## src/hw/rtl/moesif_snoop_line_controller_unit_defines.svh

```systemverilog
// Assertion macros shared by the MOESIF snoop line controller RTL.
// No dependencies; included by the files that carry assertions.
`ifndef MOESIF_SNOOP_LINE_CONTROLLER_UNIT_DEFINES_SVH
`define MOESIF_SNOOP_LINE_CONTROLLER_UNIT_DEFINES_SVH

`ifndef ASSERT_OFF

// Same-cycle implication, masked while reset is asserted
`define ASSERT_IMPLIES(label, clk, rst_n, ante, cons) \
    label: assert property (@(posedge clk) disable iff (!(rst_n)) (ante) |-> (cons)) \
        else $error("assertion failed");

// Next-cycle implication, masked while reset is asserted
`define ASSERT_NEXT(label, clk, rst_n, ante, cons) \
    label: assert property (@(posedge clk) disable iff (!(rst_n)) (ante) |=> (cons)) \
        else $error("assertion failed");

`else

`define ASSERT_IMPLIES(label, clk, rst_n, ante, cons)
`define ASSERT_NEXT(label, clk, rst_n, ante, cons)

`endif

`endif

```

## src/hw/rtl/msl_pkg.sv

```systemverilog
// Types, codes and item structures of the MOESIF snoop line controller.
// No dependencies; imported by every module of the block.
package msl_pkg;

    // Line states, stable then transient
    typedef enum logic [3:0] {
        ST_I  = 4'd0,
        ST_S  = 4'd1,
        ST_E  = 4'd2,
        ST_O  = 4'd3,
        ST_M  = 4'd4,
        ST_F  = 4'd5,
        ST_IS = 4'd6,
        ST_IM = 4'd7,
        ST_SM = 4'd8,
        ST_OM = 4'd9,
        ST_FM = 4'd10
    } t_line_state;

    // Request codes on the input channel
    localparam logic [2:0] OP_LOAD  = 3'd0;
    localparam logic [2:0] OP_STORE = 3'd1;
    localparam logic [2:0] OP_GETS  = 3'd2;
    localparam logic [2:0] OP_GETM  = 3'd3;
    localparam logic [2:0] OP_DATA  = 3'd4;

    // Bus request codes
    localparam logic [1:0] BUS_NONE = 2'd0;
    localparam logic [1:0] BUS_GETS = 2'd1;
    localparam logic [1:0] BUS_GETM = 2'd2;

    // Status codes
    localparam logic [1:0] STAT_OK      = 2'd0;
    localparam logic [1:0] STAT_IGNORED = 2'd1;
    localparam logic [1:0] STAT_ILLEGAL = 2'd2;

    typedef struct packed {
        logic [2:0]  op;
        logic [31:0] addr;
        logic [3:0]  src_id;
        logic        shared_in;
    } t_item;

    typedef struct packed {
        logic [1:0]  bus_req;
        logic        proc_data;
        logic        bus_data;
        logic [3:0]  bus_data_dest;
        logic        assert_shared;
        logic [31:0] addr_out;
        logic        miss_event;
        logic        upgrade_event;
        logic [1:0]  status;
        t_line_state line_state_out;
    } t_result;

endpackage

```

## src/hw/rtl/msl_transition.sv

```systemverilog
// Next-state and result logic of one MOESIF line for one transfer.
// Depends on msl_pkg.
module msl_transition
    import msl_pkg::*;
(
    input  t_item       i_item,
    input  t_line_state i_state,
    input  logic [3:0]  i_own_id,
    output t_result     o_result
);

    t_line_state st;
    t_line_state nst;
    logic [1:0]  req;
    logic        pd;
    logic        bd;
    logic        sh;
    logic        miss;
    logic        upg;
    logic [1:0]  status;
    logic        store;
    logic        other;

    always_comb begin
        // unused codes above FM behave as I
        st     = (i_state > ST_FM) ? ST_I : i_state;
        nst    = st;
        req    = BUS_NONE;
        pd     = 1'b0;
        bd     = 1'b0;
        sh     = 1'b0;
        miss   = 1'b0;
        upg    = 1'b0;
        status = STAT_OK;
        store  = (i_item.op == OP_STORE);
        other  = (i_item.src_id != i_own_id);

        case (i_item.op)
            OP_LOAD, OP_STORE: begin
                case (st)
                    ST_I: begin
                        req  = store ? BUS_GETM : BUS_GETS;
                        nst  = store ? ST_IM : ST_IS;
                        miss = 1'b1;
                    end
                    ST_S, ST_O, ST_F: begin
                        if (store) begin
                            req  = BUS_GETM;
                            miss = 1'b1;
                            nst  = (st == ST_S) ? ST_IM : (st == ST_O) ? ST_OM : ST_FM;
                        end else begin
                            pd = 1'b1;
                        end
                    end
                    ST_E: begin
                        pd = 1'b1;
                        if (store) begin
                            nst = ST_M;
                            upg = 1'b1;
                        end
                    end
                    ST_M: begin
                        pd = 1'b1;
                    end
                    default: begin
                        // transient: drop the processor request
                        status = STAT_IGNORED;
                    end
                endcase
            end
            OP_GETS, OP_GETM, OP_DATA: begin
                case (st)
                    ST_I: begin
                    end
                    ST_S: begin
                        if (i_item.op == OP_GETS) begin
                            sh = 1'b1;
                        end else if (i_item.op == OP_GETM) begin
                            nst = ST_I;
                        end
                    end
                    ST_E, ST_M: begin
                        if (i_item.op == OP_GETS) begin
                            sh  = 1'b1;
                            bd  = 1'b1;
                            nst = (st == ST_E) ? ST_F : ST_O;
                        end else if (i_item.op == OP_GETM) begin
                            sh  = 1'b1;
                            bd  = 1'b1;
                            nst = ST_I;
                        end
                    end
                    ST_O, ST_F: begin
                        if (i_item.op == OP_GETS) begin
                            sh = 1'b1;
                            bd = 1'b1;
                        end else if (i_item.op == OP_GETM) begin
                            sh  = 1'b1;
                            bd  = 1'b1;
                            nst = ST_I;
                        end else if (st == ST_F) begin
                            status = STAT_ILLEGAL;
                        end
                    end
                    ST_IS: begin
                        if (i_item.op == OP_DATA) begin
                            pd  = 1'b1;
                            nst = i_item.shared_in ? ST_S : ST_E;
                        end
                    end
                    ST_IM: begin
                        if (i_item.op == OP_DATA) begin
                            pd  = 1'b1;
                            nst = ST_M;
                        end
                    end
                    ST_SM: begin
                        if (i_item.op == OP_DATA) begin
                            pd  = 1'b1;
                            nst = ST_M;
                        end else begin
                            sh = (i_item.op == OP_GETS);
                            if (other) begin
                                nst = ST_IM;
                            end
                        end
                    end
                    ST_OM, ST_FM: begin
                        if (i_item.op == OP_GETS) begin
                            sh = 1'b1;
                            bd = 1'b1;
                        end else if (i_item.op == OP_GETM) begin
                            bd = 1'b1;
                            if (st == ST_OM || other) begin
                                nst = ST_IM;
                            end
                        end else begin
                            pd  = 1'b1;
                            nst = ST_M;
                        end
                    end
                    default: begin
                    end
                endcase
            end
            default: begin
                status = STAT_ILLEGAL;
            end
        endcase
    end

    // Assemble the result; address and destination only with activity
    always_comb begin
        o_result.bus_req        = req;
        o_result.proc_data      = pd;
        o_result.bus_data       = bd;
        o_result.bus_data_dest  = bd ? i_item.src_id : 4'd0;
        o_result.assert_shared  = sh;
        o_result.addr_out       = ((req != BUS_NONE) || pd || bd) ? i_item.addr : 32'd0;
        o_result.miss_event     = miss;
        o_result.upgrade_event  = upg;
        o_result.status         = status;
        o_result.line_state_out = nst;
    end

endmodule

```

## src/hw/rtl/moesif_snoop_line_controller_unit.sv

```systemverilog
// Top level of the MOESIF snoop line controller: input register, line state,
// result register and assertions. Depends on msl_pkg, msl_transition and
// moesif_snoop_line_controller_unit_defines.svh.
//
// Usage:
//   Input channel (i_in_valid / o_in_stall) carries one processor load or
//   store, or one snooped GETS, GETM or DATA, with address, requester id and
//   the sampled shared line. Each transfer yields exactly one result on the
//   output channel (o_out_valid / i_out_stall).
//   Configuration channel (i_cfg_valid / o_cfg_ready, i_cfg_data) writes the
//   own module id; it is always ready. The user must write it only while idle;
//   the block itself does not enforce this. Each result passes the input
//   register, then the result register; a receiver stall can hold it in either.
//   Throughput: one transfer per cycle while the receiver does not stall; the
//   line state is updated in the same cycle the result register loads, so the
//   next item sees it at once.
//   Reset (synchronous, active low) returns the line to I, the own id to 0
//   and empties both registers.
//   Receiver stall holds the result register; the input register holds
//   behind it and o_in_stall rises once both are full.
`include "moesif_snoop_line_controller_unit_defines.svh"

module moesif_snoop_line_controller_unit
    import msl_pkg::*;
(
    input  logic        i_clk,
    input  logic        i_rst_n,
    // configuration
    input  logic        i_cfg_valid,
    output logic        o_cfg_ready,
    input  logic [3:0]  i_cfg_data,
    // input channel
    input  logic        i_in_valid,
    output logic        o_in_stall,
    input  logic [2:0]  i_op,
    input  logic [31:0] i_addr,
    input  logic [3:0]  i_src_id,
    input  logic        i_shared_in,
    // output channel
    output logic        o_out_valid,
    input  logic        i_out_stall,
    output logic [1:0]  o_bus_req,
    output logic        o_proc_data,
    output logic        o_bus_data,
    output logic [3:0]  o_bus_data_dest,
    output logic        o_assert_shared,
    output logic [31:0] o_addr_out,
    output logic        o_miss_event,
    output logic        o_upgrade_event,
    output logic [1:0]  o_status,
    output logic [3:0]  o_line_state_out
);

    logic        r_in_valid;
    t_item       r_in;
    logic        r_out_valid;
    t_result     r_out;
    t_line_state r_line_state;
    logic [3:0]  r_own_id;

    logic        w_advance;
    logic        w_fire;
    t_result     w_result;

    // Result register frees when empty or taken this cycle
    assign w_advance  = !r_out_valid || !i_out_stall;
    assign w_fire     = r_in_valid && w_advance;
    assign o_in_stall = r_in_valid && !w_advance;
    assign o_cfg_ready = 1'b1;

    msl_transition u_transition (
        .i_item   (r_in),
        .i_state  (r_line_state),
        .i_own_id (r_own_id),
        .o_result (w_result)
    );

    // Control registers: valids, line state and own id
    always_ff @(posedge i_clk) begin
        if (!i_rst_n) begin
            r_in_valid   <= 1'b0;
            r_out_valid  <= 1'b0;
            r_line_state <= ST_I;
            r_own_id     <= 4'd0;
        end else begin
            if (!o_in_stall) begin
                r_in_valid <= i_in_valid;
            end
            if (w_advance) begin
                r_out_valid <= r_in_valid;
            end
            if (w_fire) begin
                r_line_state <= w_result.line_state_out;
            end
            if (i_cfg_valid) begin
                r_own_id <= i_cfg_data;
            end
        end
    end

    // Payload registers: capture the input transfer, load the result
    always_ff @(posedge i_clk) begin
        if (i_in_valid && !o_in_stall) begin
            r_in.op        <= i_op;
            r_in.addr      <= i_addr;
            r_in.src_id    <= i_src_id;
            r_in.shared_in <= i_shared_in;
        end
        if (w_fire) begin
            r_out <= w_result;
        end
    end

    assign o_out_valid      = r_out_valid;
    assign o_bus_req        = r_out.bus_req;
    assign o_proc_data      = r_out.proc_data;
    assign o_bus_data       = r_out.bus_data;
    assign o_bus_data_dest  = r_out.bus_data_dest;
    assign o_assert_shared  = r_out.assert_shared;
    assign o_addr_out       = r_out.addr_out;
    assign o_miss_event     = r_out.miss_event;
    assign o_upgrade_event  = r_out.upgrade_event;
    assign o_status         = r_out.status;
    assign o_line_state_out = r_out.line_state_out;

    // Held result always reports the current line state
    `ASSERT_IMPLIES(a_state_tracks, i_clk, i_rst_n, o_out_valid,
        o_line_state_out == r_line_state)
    // Address is only driven alongside a request or data
    `ASSERT_IMPLIES(a_addr_gated, i_clk, i_rst_n, o_out_valid && (o_addr_out != 32'd0),
        (o_bus_req != BUS_NONE) || o_proc_data || o_bus_data)
    // Ignored processor request leaves bus and processor untouched
    `ASSERT_IMPLIES(a_ignored_quiet, i_clk, i_rst_n, o_out_valid && (o_status == STAT_IGNORED),
        (o_bus_req == BUS_NONE) && !o_proc_data && !o_bus_data && !o_miss_event)
    // A pending item with a free result register shows a result next cycle
    `ASSERT_NEXT(a_result_follows, i_clk, i_rst_n, r_in_valid && !r_out_valid,
        o_out_valid)

endmodule

```

## config.mk

```make
export PLATFORM = sky130hd
export DESIGN_NAME = moesif_snoop_line_controller_unit
export DESIGN_NICKNAME = d
export VERILOG_FILES = /design/src/hw/rtl/msl_pkg.sv /design/src/hw/rtl/msl_transition.sv /design/src/hw/rtl/moesif_snoop_line_controller_unit.sv
export VERILOG_INCLUDE_DIRS = /design/src /design/src/hw/rtl
export SDC_FILE = /design/constraint.sdc
export NUM_CORES = 1
export LEC_CHECK = 0
export BUFFER_PORTS_ARGS = -buffer_cell sky130_fd_sc_hd__buf_2
export CAP_MARGIN = 30
export CORE_MARGIN = 2
export CORE_UTILIZATION = 40
export CTS_BUF_LIST = sky130_fd_sc_hd__clkbuf_8 sky130_fd_sc_hd__clkbuf_16
export DETAILED_ROUTE_END_ITERATION = 7
export PLACE_DENSITY = 0.7
export SLEW_MARGIN = 20
export SYNTH_ARGS = -nofsm -noshare
export SYNTH_HDL_FRONTEND = slang
export SYNTH_SLANG_ARGS = --single-unit
```

## constraint.sdc

```tcl
create_clock -name i_clk -period 3.6 [get_ports i_clk]
set_clock_uncertainty 0.2 [all_clocks]
set_input_delay 0.36 -clock i_clk [delete_from_list [all_inputs] [get_ports i_clk]]
set_output_delay 0.36 -clock i_clk [all_outputs]
set_load 0.05 [all_outputs]
```

==> results.md, run 1 <==
- Clock Path Buffers: 2
- Clock Latency Late Sink: around 0.37 ns
- Clock transition at the registers of the reported paths: 0.09 ns
- Post-synthesis sequential area ratio: 67.79%
- Crit end category: register
- Layout cells sized above 1: approximately 28%
- Clock Sinks: 99
- Die height: 106.9 um
- CP max stage cell: dfxtp_1
- Total grt overflow: 0
- PortBufs: 99
- Gate Count Post-Synth: 323
- Synth Warn #: 0
- Die Width: 106.9 um
- Power Total: 2398 uW
- Largest net degree at the start of global routing: a little under 60
- Post-synth ARST share: 0%
- CP top delay family: compound AO/OA/AOI/OAI gates
- Maximum vdd drop: between 0.00015 and 0.0002 V
- IO Count: about 100
- # nets final: 505
- Number of library cell types mapped by synthesis: 55
- Remaining DRCs: 0
- Antenna violations before repair: 0
- Status: finished, final reports clean
- Final Hold Viols: 0
- Routed WL: 8867 um
- WS Path Type: register to register
- Pwr dens: 441.5 mW/mm^2
- Critical path depth in cells: 5
- Worst R2R Path Depth: 5
- Critical path arrival: 2.84 ns
- Number of global-route vias before repair: 2871
- Initial Utilization: approximately two fifths
- Commonest non-fill, non-tap cell in the layout: buf_2
- Crit-path cells: a21boi_0 -> o21ai_1 -> a21oi_1 -> a211o_1 -> and2_1
- Max_cap viols: 0
- Period minus WS final: between 2 and 3 ns
- Flops & latches, synth: 99
- RSZ-0062 raised after global routing: false
- Synthesized net count: 372
- Startpoint Class: register
- Core area: 0.01032 mm^2
- Commonest non-fill, non-tap cells in the layout: 99 x buf_2, 89 x edfxtp_1, 41 x dlygate4sd3_1
- Avg Cell Area, Syn: between 10 and 15 um^2
- CTS tree: yes
- Wirelength per Cell: 14.85 um
- Total Routing Usage GR: ~16%
- Slowest cell delay on critical path: 0.88 ns
- First-pass GRT wire length: 13980 um
- Place WS: 0.7952 ns
- Max-slew violations: 0
- Post-CTS Setup Inserts: 0
- LEAKAGE: 0.002134 uW
- Setup slack after layout: ~0.80 ns
- Relative slew margins: 44.05%
- Dpl hpwl: 5738 um
- Critical Path RT: 3.64 ns
- Post-DRT Antenna Nets: 0
- Post_cts resized: 0
- Routability congestion estimate: 0.9148
- Vias: 2967
- # diodes: 0
- Worst hold-check path type: input port to register
- Fmax: 0.3567 GHz
- Number of cell rows: 37
- Main synth FF type: edfxtp_1
- TritonRoute pass-1 iters: 4
- Hold Path Stages: 3
- Die Area: 0.01143 mm^2
- CTS H-tree depth: 3
- Num CTS Buffers: 9
- Slew @ Worst Pin: around 0.84 ns
- Initial DRC Count: 286
- Finish-stage setup viols: 0
- Buf/Inv on CP: 0
- Via density: 4.970
- Setup TNS: 0 ns
- Final period util: a little under 80%
- Post-synth design cell area: 0.004238 mm^2
- Crit-path max FO: 32
- Synth-to-Final Area Change: 28.17%
- Root buf cell: clkbuf_8
- Number of synthesized flops with an enable pin: 89
-- tightest hold or removal path: cells and delay by family --
family                 cells  cell delay, ns
buffers and inverters      1            0.07
multiplexers               1            0.05
AND/OR/NAND/NOR            1            0.09
-- synth_stat cells, types with 7 or more instances --
cell type  number  share of area [%]
edfxtp_1       89                 63
and2_1         37                5.5
a21oi_1        19                2.2
nand2_1        17                1.5
nor2b_1        14                2.1
nor2_1         13                1.2
o21ai_0        11                1.3
clkbuf_1       10               0.89
dfxtp_1        10                4.7
buf_2           9                1.1
a31oi_1         8                1.2
nor4_1          8                1.2
nand2b_1        7                1.0
-- where the power goes --
group / internal, uW / total (uW) / switching, uW / leakage [uW]
combinational: 141 / 386 / 245 / 0.00110
sequential: 1330 / 1360 / 36.7 / 0.000948
clock: 255 / 650 / 395 / 0.0000878
-- path summary, 6_finish.rpt --
kind	start	to	slack, ns
setup / recovery	r_line_state[1]$_SDFFE_PN0P_	o_addr_out[13]$_SDFFCE_PN0P_	0.80
hold / removal	i_cfg_data[0]	r_own_id[0]$_SDFFE_PN0P_	0.05
setup reg to reg	r_line_state[1]$_SDFFE_PN0P_	o_addr_out[13]$_SDFFCE_PN0P_	0.80
hold reg to reg	r_in_valid$_SDFFE_PN0N_	o_out_valid$_SDFFE_PN0N_	0.32
-- cell type report --
type                    instances  area, um^2
clock buffers                   9       123.9
clock inverters                 7       50.05
fillers                       887        4892
inverters                       3       11.26
multi-input cells             197        1252
flip-flops and latches         99        2873
well taps                     136       170.2
repair buffers                146       950.9
-- logic make-up after synthesis --
logic type / count (synthesis) / share of synthesized area (%)
AOI/OAI and AO/OA: 68 / 10.48
other: 1 / 0.08849
muxes: 5 / 1.181
DFF: 99 / 67.79
buffers and inverters: 27 / 3.100
and+or+nand+nor: 117 / 16.12
xor gates and xnor gates: 6 / 1.240
-- state kept, by name, indices dropped and copies added, names as in the netlist --
register          flops
o_addr_out           32
r_in_valid            1
o_upgrade_event       1
o_bus_data_dest       4
o_status              2
o_out_valid           1
o_line_state_out      4
o_bus_data            1
o_bus_req             2
o_proc_data           1
r_line_state          4
o_miss_event          1
r_own_id              4
o_assert_shared       1
r_in                 40
-- layer usage --
metal | vias to the layer above | track usage, % | routed length [um]
li1 | 1456 | - | -
met1 | 1386 | 20.97 | 3909
met2 | 112 | 25.25 | 4213
met3 | 13 | 3.343 | 527
met4 | 0 | 8.256 | 217
met5 | - | 0 | 0
-- repair_timing --
action                                 4_1_cts  5_1_grt
hold buffers                                41        0
setup endpoints to repair                    0        0
endpoints found under the hold margin       41        0
-- metrics by stage --
step                      instance area (um^2)  cells  hold slack, ns  utilization, %
final                                     5431    597         0.04525           52.61
after global routing                      5431    597         0.05290           52.61
after CTS                                 5431    597         0.03157           52.61
after detailed placement                  4847    540          0.3042           46.95
after global placement                    4847    540          0.2861           46.95
after floorplan                           4242    323          0.2589               -
(Power assumes the default switching activity.)
==> run 2: changes to the inputs <==
Clock period 3.6 ns to 2.4 ns, I/O delays scaled along.
==> run 2 against run 1 <==
  * Count of clock-buffer cells in the layout did not move
  * Critical endpoint is now o_line_state_out[0]$_DFFE_PP_
  * First-iteration DRC count rose by 5.6%
  * Non-clock buffer count rose by 19
  * Largest cell class unchanged
  * Clock power rose by 51%
  * Fmax rose by 27%
==> results.md, run 2 (synthesis results as in run 1) <==
- Final period util: 92.26% (+14 points)
- Crit-path cells: xor2_1 -> nor4_1 -> buf_4 -> a221oi_1 -> o41ai_1 -> buf_4 -> nand2_1
- Total Routing Usage GR: 17.19% (+1.2 points)
- Commonest non-fill, non-tap cell in the layout: buf_2
- Total grt overflow: 0 (unchanged)
- Number of global-route vias before repair: 3027 (+5.4%)
- Setup TNS: 0 ns (unchanged)
- Root buf cell: clkbuf_8
- TritonRoute pass-1 iters: 4 (unchanged)
- Clock Sinks: 99 (unchanged)
- Sequential Power Share: 55.5% (-1.3 points)
- Pwr dens: 647.7 mW/mm^2 (+47%)
- Post-DRT Antenna Nets: 0 (unchanged)
- Worst R2R Path Depth: 7 (+2)
- Number of cell rows: 37 (unchanged)
- Max-slew violations: 0 (unchanged)
- End of the worst register-to-register path: o_line_state_out[0]$_DFFE_PP_
- Max reg flops: 40 (unchanged)
- Commonest non-fill, non-tap cells in the layout: 99 x buf_2, 89 x edfxtp_1, 47 x dlygate4sd3_1
- Wirelength per Cell: 15.32 um (+3.1%)
- Num CTS Buffers: 9 (unchanged)
- Biggest register: r_in
- Die height: 106.9 um (unchanged)
- Max_cap viols: 0 (unchanged)
- Core area: 0.01032 mm^2 (unchanged)
- Initial DRC Count: 302 (+5.6%)
- PortBufs: 99 (unchanged)
- Vias: 3073 (+3.6%)
- Period minus WS final: 2.214 ns (-0.5890 ns)
- Slowest cell delay on critical path: 0.41 ns (-0.47 ns)
- Placed instance area: 0.004982 mm^2 (+2.8%)
- Relative slew margins: 65.68% (+22 points)
- Hold path start: i_rst_n
- Worst hold-check path type: input port to register
- Critical path arrival: 2.13 ns (-0.71 ns)
- CTS tree: yes
- Fmax: 0.4516 GHz (+27%)
- WS Path Type: register to register
- Crit-path max FO: 3 (-91%)
- Switching share of power: 28.22% (+0.033 points)
- Post-route design area: 0.005629 mm^2 (+3.6%)
- Reg2reg start: r_in[2]$_DFFE_PP_
- Synth-to-Final Area Change: 32.83%
- LEAKAGE: 0.002236 uW (+4.8%)
- # diodes: 0 (unchanged)
- Antenna violations before repair: 0 (unchanged)
- Critical Path RT: 2.32 ns (-1.32 ns)
- Via density: 4.989 (+0.38%)
- First-pass GRT wire length: 14920 um (+6.8%)
- Die Area: 0.01143 mm^2 (unchanged)
- Logic pwr share: 17.7% (+1.6 points)
- Layout cells sized above 1: 29.58% (+1.6 points)
- Slew @ Worst Pin: 0.5077 ns (-0.3305 ns)
- Most used cell, CP: buf_4
- Routed WL: 9437 um (+6.4%)
- Post_cts resized: 0 (unchanged)
- Routability congestion estimate: 0.8772 (-4.1%)
- Final Hold Viols: 0 (unchanged)
- Crit end category: register
- Hold Path Stages: 3 (unchanged)
- Clock share of power: 26.9% (-0.2 points)
- Largest net degree at the start of global routing: 58 (unchanged)
- Status: finished, final reports clean
- CP max stage cell: edfxtp_1
- Startpoint Class: register
- Maximum vdd drop: 0.0003160 V (+64%)
- # nets final: 524 (+3.8%)
- Clock Latency Late Sink: 0.37 ns (about the same)
- Remaining DRCs: 0 (unchanged)
- Switch Pwr: 1029 uW (+52%)
- IO Count: 101 (unchanged)
- Initial Utilization: 41.05% (unchanged)
- RSZ-0062 raised after global routing: false
- Clock transition at the registers of the reported paths: 0.10 ns (about the same)
- Finish-stage setup viols: 0 (unchanged)
- Dpl hpwl: 5935 um (+3.4%)
- Flop-to-flop setup slack: 0.19 ns (-0.61 ns)
- Clock Path Buffers: 2 (unchanged)
- WHS Endpoint: r_line_state[0]$_SDFFE_PN0P_
- CTS H-tree depth: 3 (unchanged)
- Die Width: 106.9 um (unchanged)
- Pint: 2617 uW (+52%)
run 2: cell count changes in the layout (fill, tap and decap cells not counted):
cell,before,now
clkinv_4,0,1
buf_12,0,3
inv_6,3,1
buf_4,6,16
inv_8,0,1
dlygate4sd3_1,41,47
run 2: power groups by stage:
stage                     Combinational (uW)  Clock (uW)  Sequential, uW
after floorplan                          263           0            2200
after global placement                   573           0            2060
after detailed placement                 585           0            2060
after CTS                                643        1010            2020
after global routing                     693        1080            2030
final                                    645         979            2020
run 2: worst max-delay path by stage:
stage / from / endpoint / slack, ns / cells past startpoint
global placement: r_in[2]$_DFFE_PP_ / o_line_state_out[2]$_DFFE_PP_ / 0.24 / 5
finish: r_in[2]$_DFFE_PP_ / o_line_state_out[0]$_DFFE_PP_ / 0.19 / 7
detailed placement: r_in[2]$_DFFE_PP_ / o_line_state_out[0]$_DFFE_PP_ / 0.19 / 7
floorplan: o_out_valid$_SDFFE_PN0N_ / r_in[0]$_DFFE_PP_ / 0.12 / 2
CTS: r_in[2]$_DFFE_PP_ / o_line_state_out[0]$_DFFE_PP_ / 0.18 / 7
global route: r_in[39]$_DFFE_PP_ / o_line_state_out[0]$_DFFE_PP_ / 0.03 / 7
run 2: through the flow:
stage	total power (uW)	hold WS (ns)	utilization, %	worst slack (ns)	cells
after floorplan	2467	0.1389	-	0.1191	323
after global placement	2632	0.2169	48.26	0.2369	553
after detailed placement	2647	0.2181	48.26	0.1929	553
after CTS	3680	0.004319	54.53	0.1769	616
after global routing	3805	0.02124	54.53	0.02643	616
final	3646	0.02096	54.53	0.1858	616
run 2: what timing repair did:
action                                  CTS  global route
endpoints found under the setup margin    0             0
buffers inserted                          0             0
hold buffers                             47             0
endpoints found under the hold margin    46             0
run 2: layout make-up:
| cell class | instances | area [um^2] |
|---|---|---|
| tap | 136 | 170.2 |
| timing repair buffer | 165 | 1146 |
| multi-input combinational | 197 | 1252 |
| inverter | 3 | 11.26 |
| fill | 881 | 4695 |
| sequential | 99 | 2873 |
| clock buffer | 9 | 123.9 |
| clock inverter | 7 | 52.55 |
run 2: layer usage:
metal | vias up | GRT usage, % | part of all wire [%]
met5 | - | 0 | 0
met4 | 0 | 8.627 | 2.7
met3 | 18 | 2.675 | 5.3
met2 | 119 | 28.34 | 50
met1 | 1449 | 22.08 | 42
li1 | 1487 | - | -
run 2: worst max-delay path: cells and delay by family (launching register included):
family / cells / cell delay, ns
xor+xnor: 1 / 0.17
simple gates: 2 / 0.34
buf+inv: 2 / 0.36
flops: 1 / 0.41
compound gates: 2 / 0.49
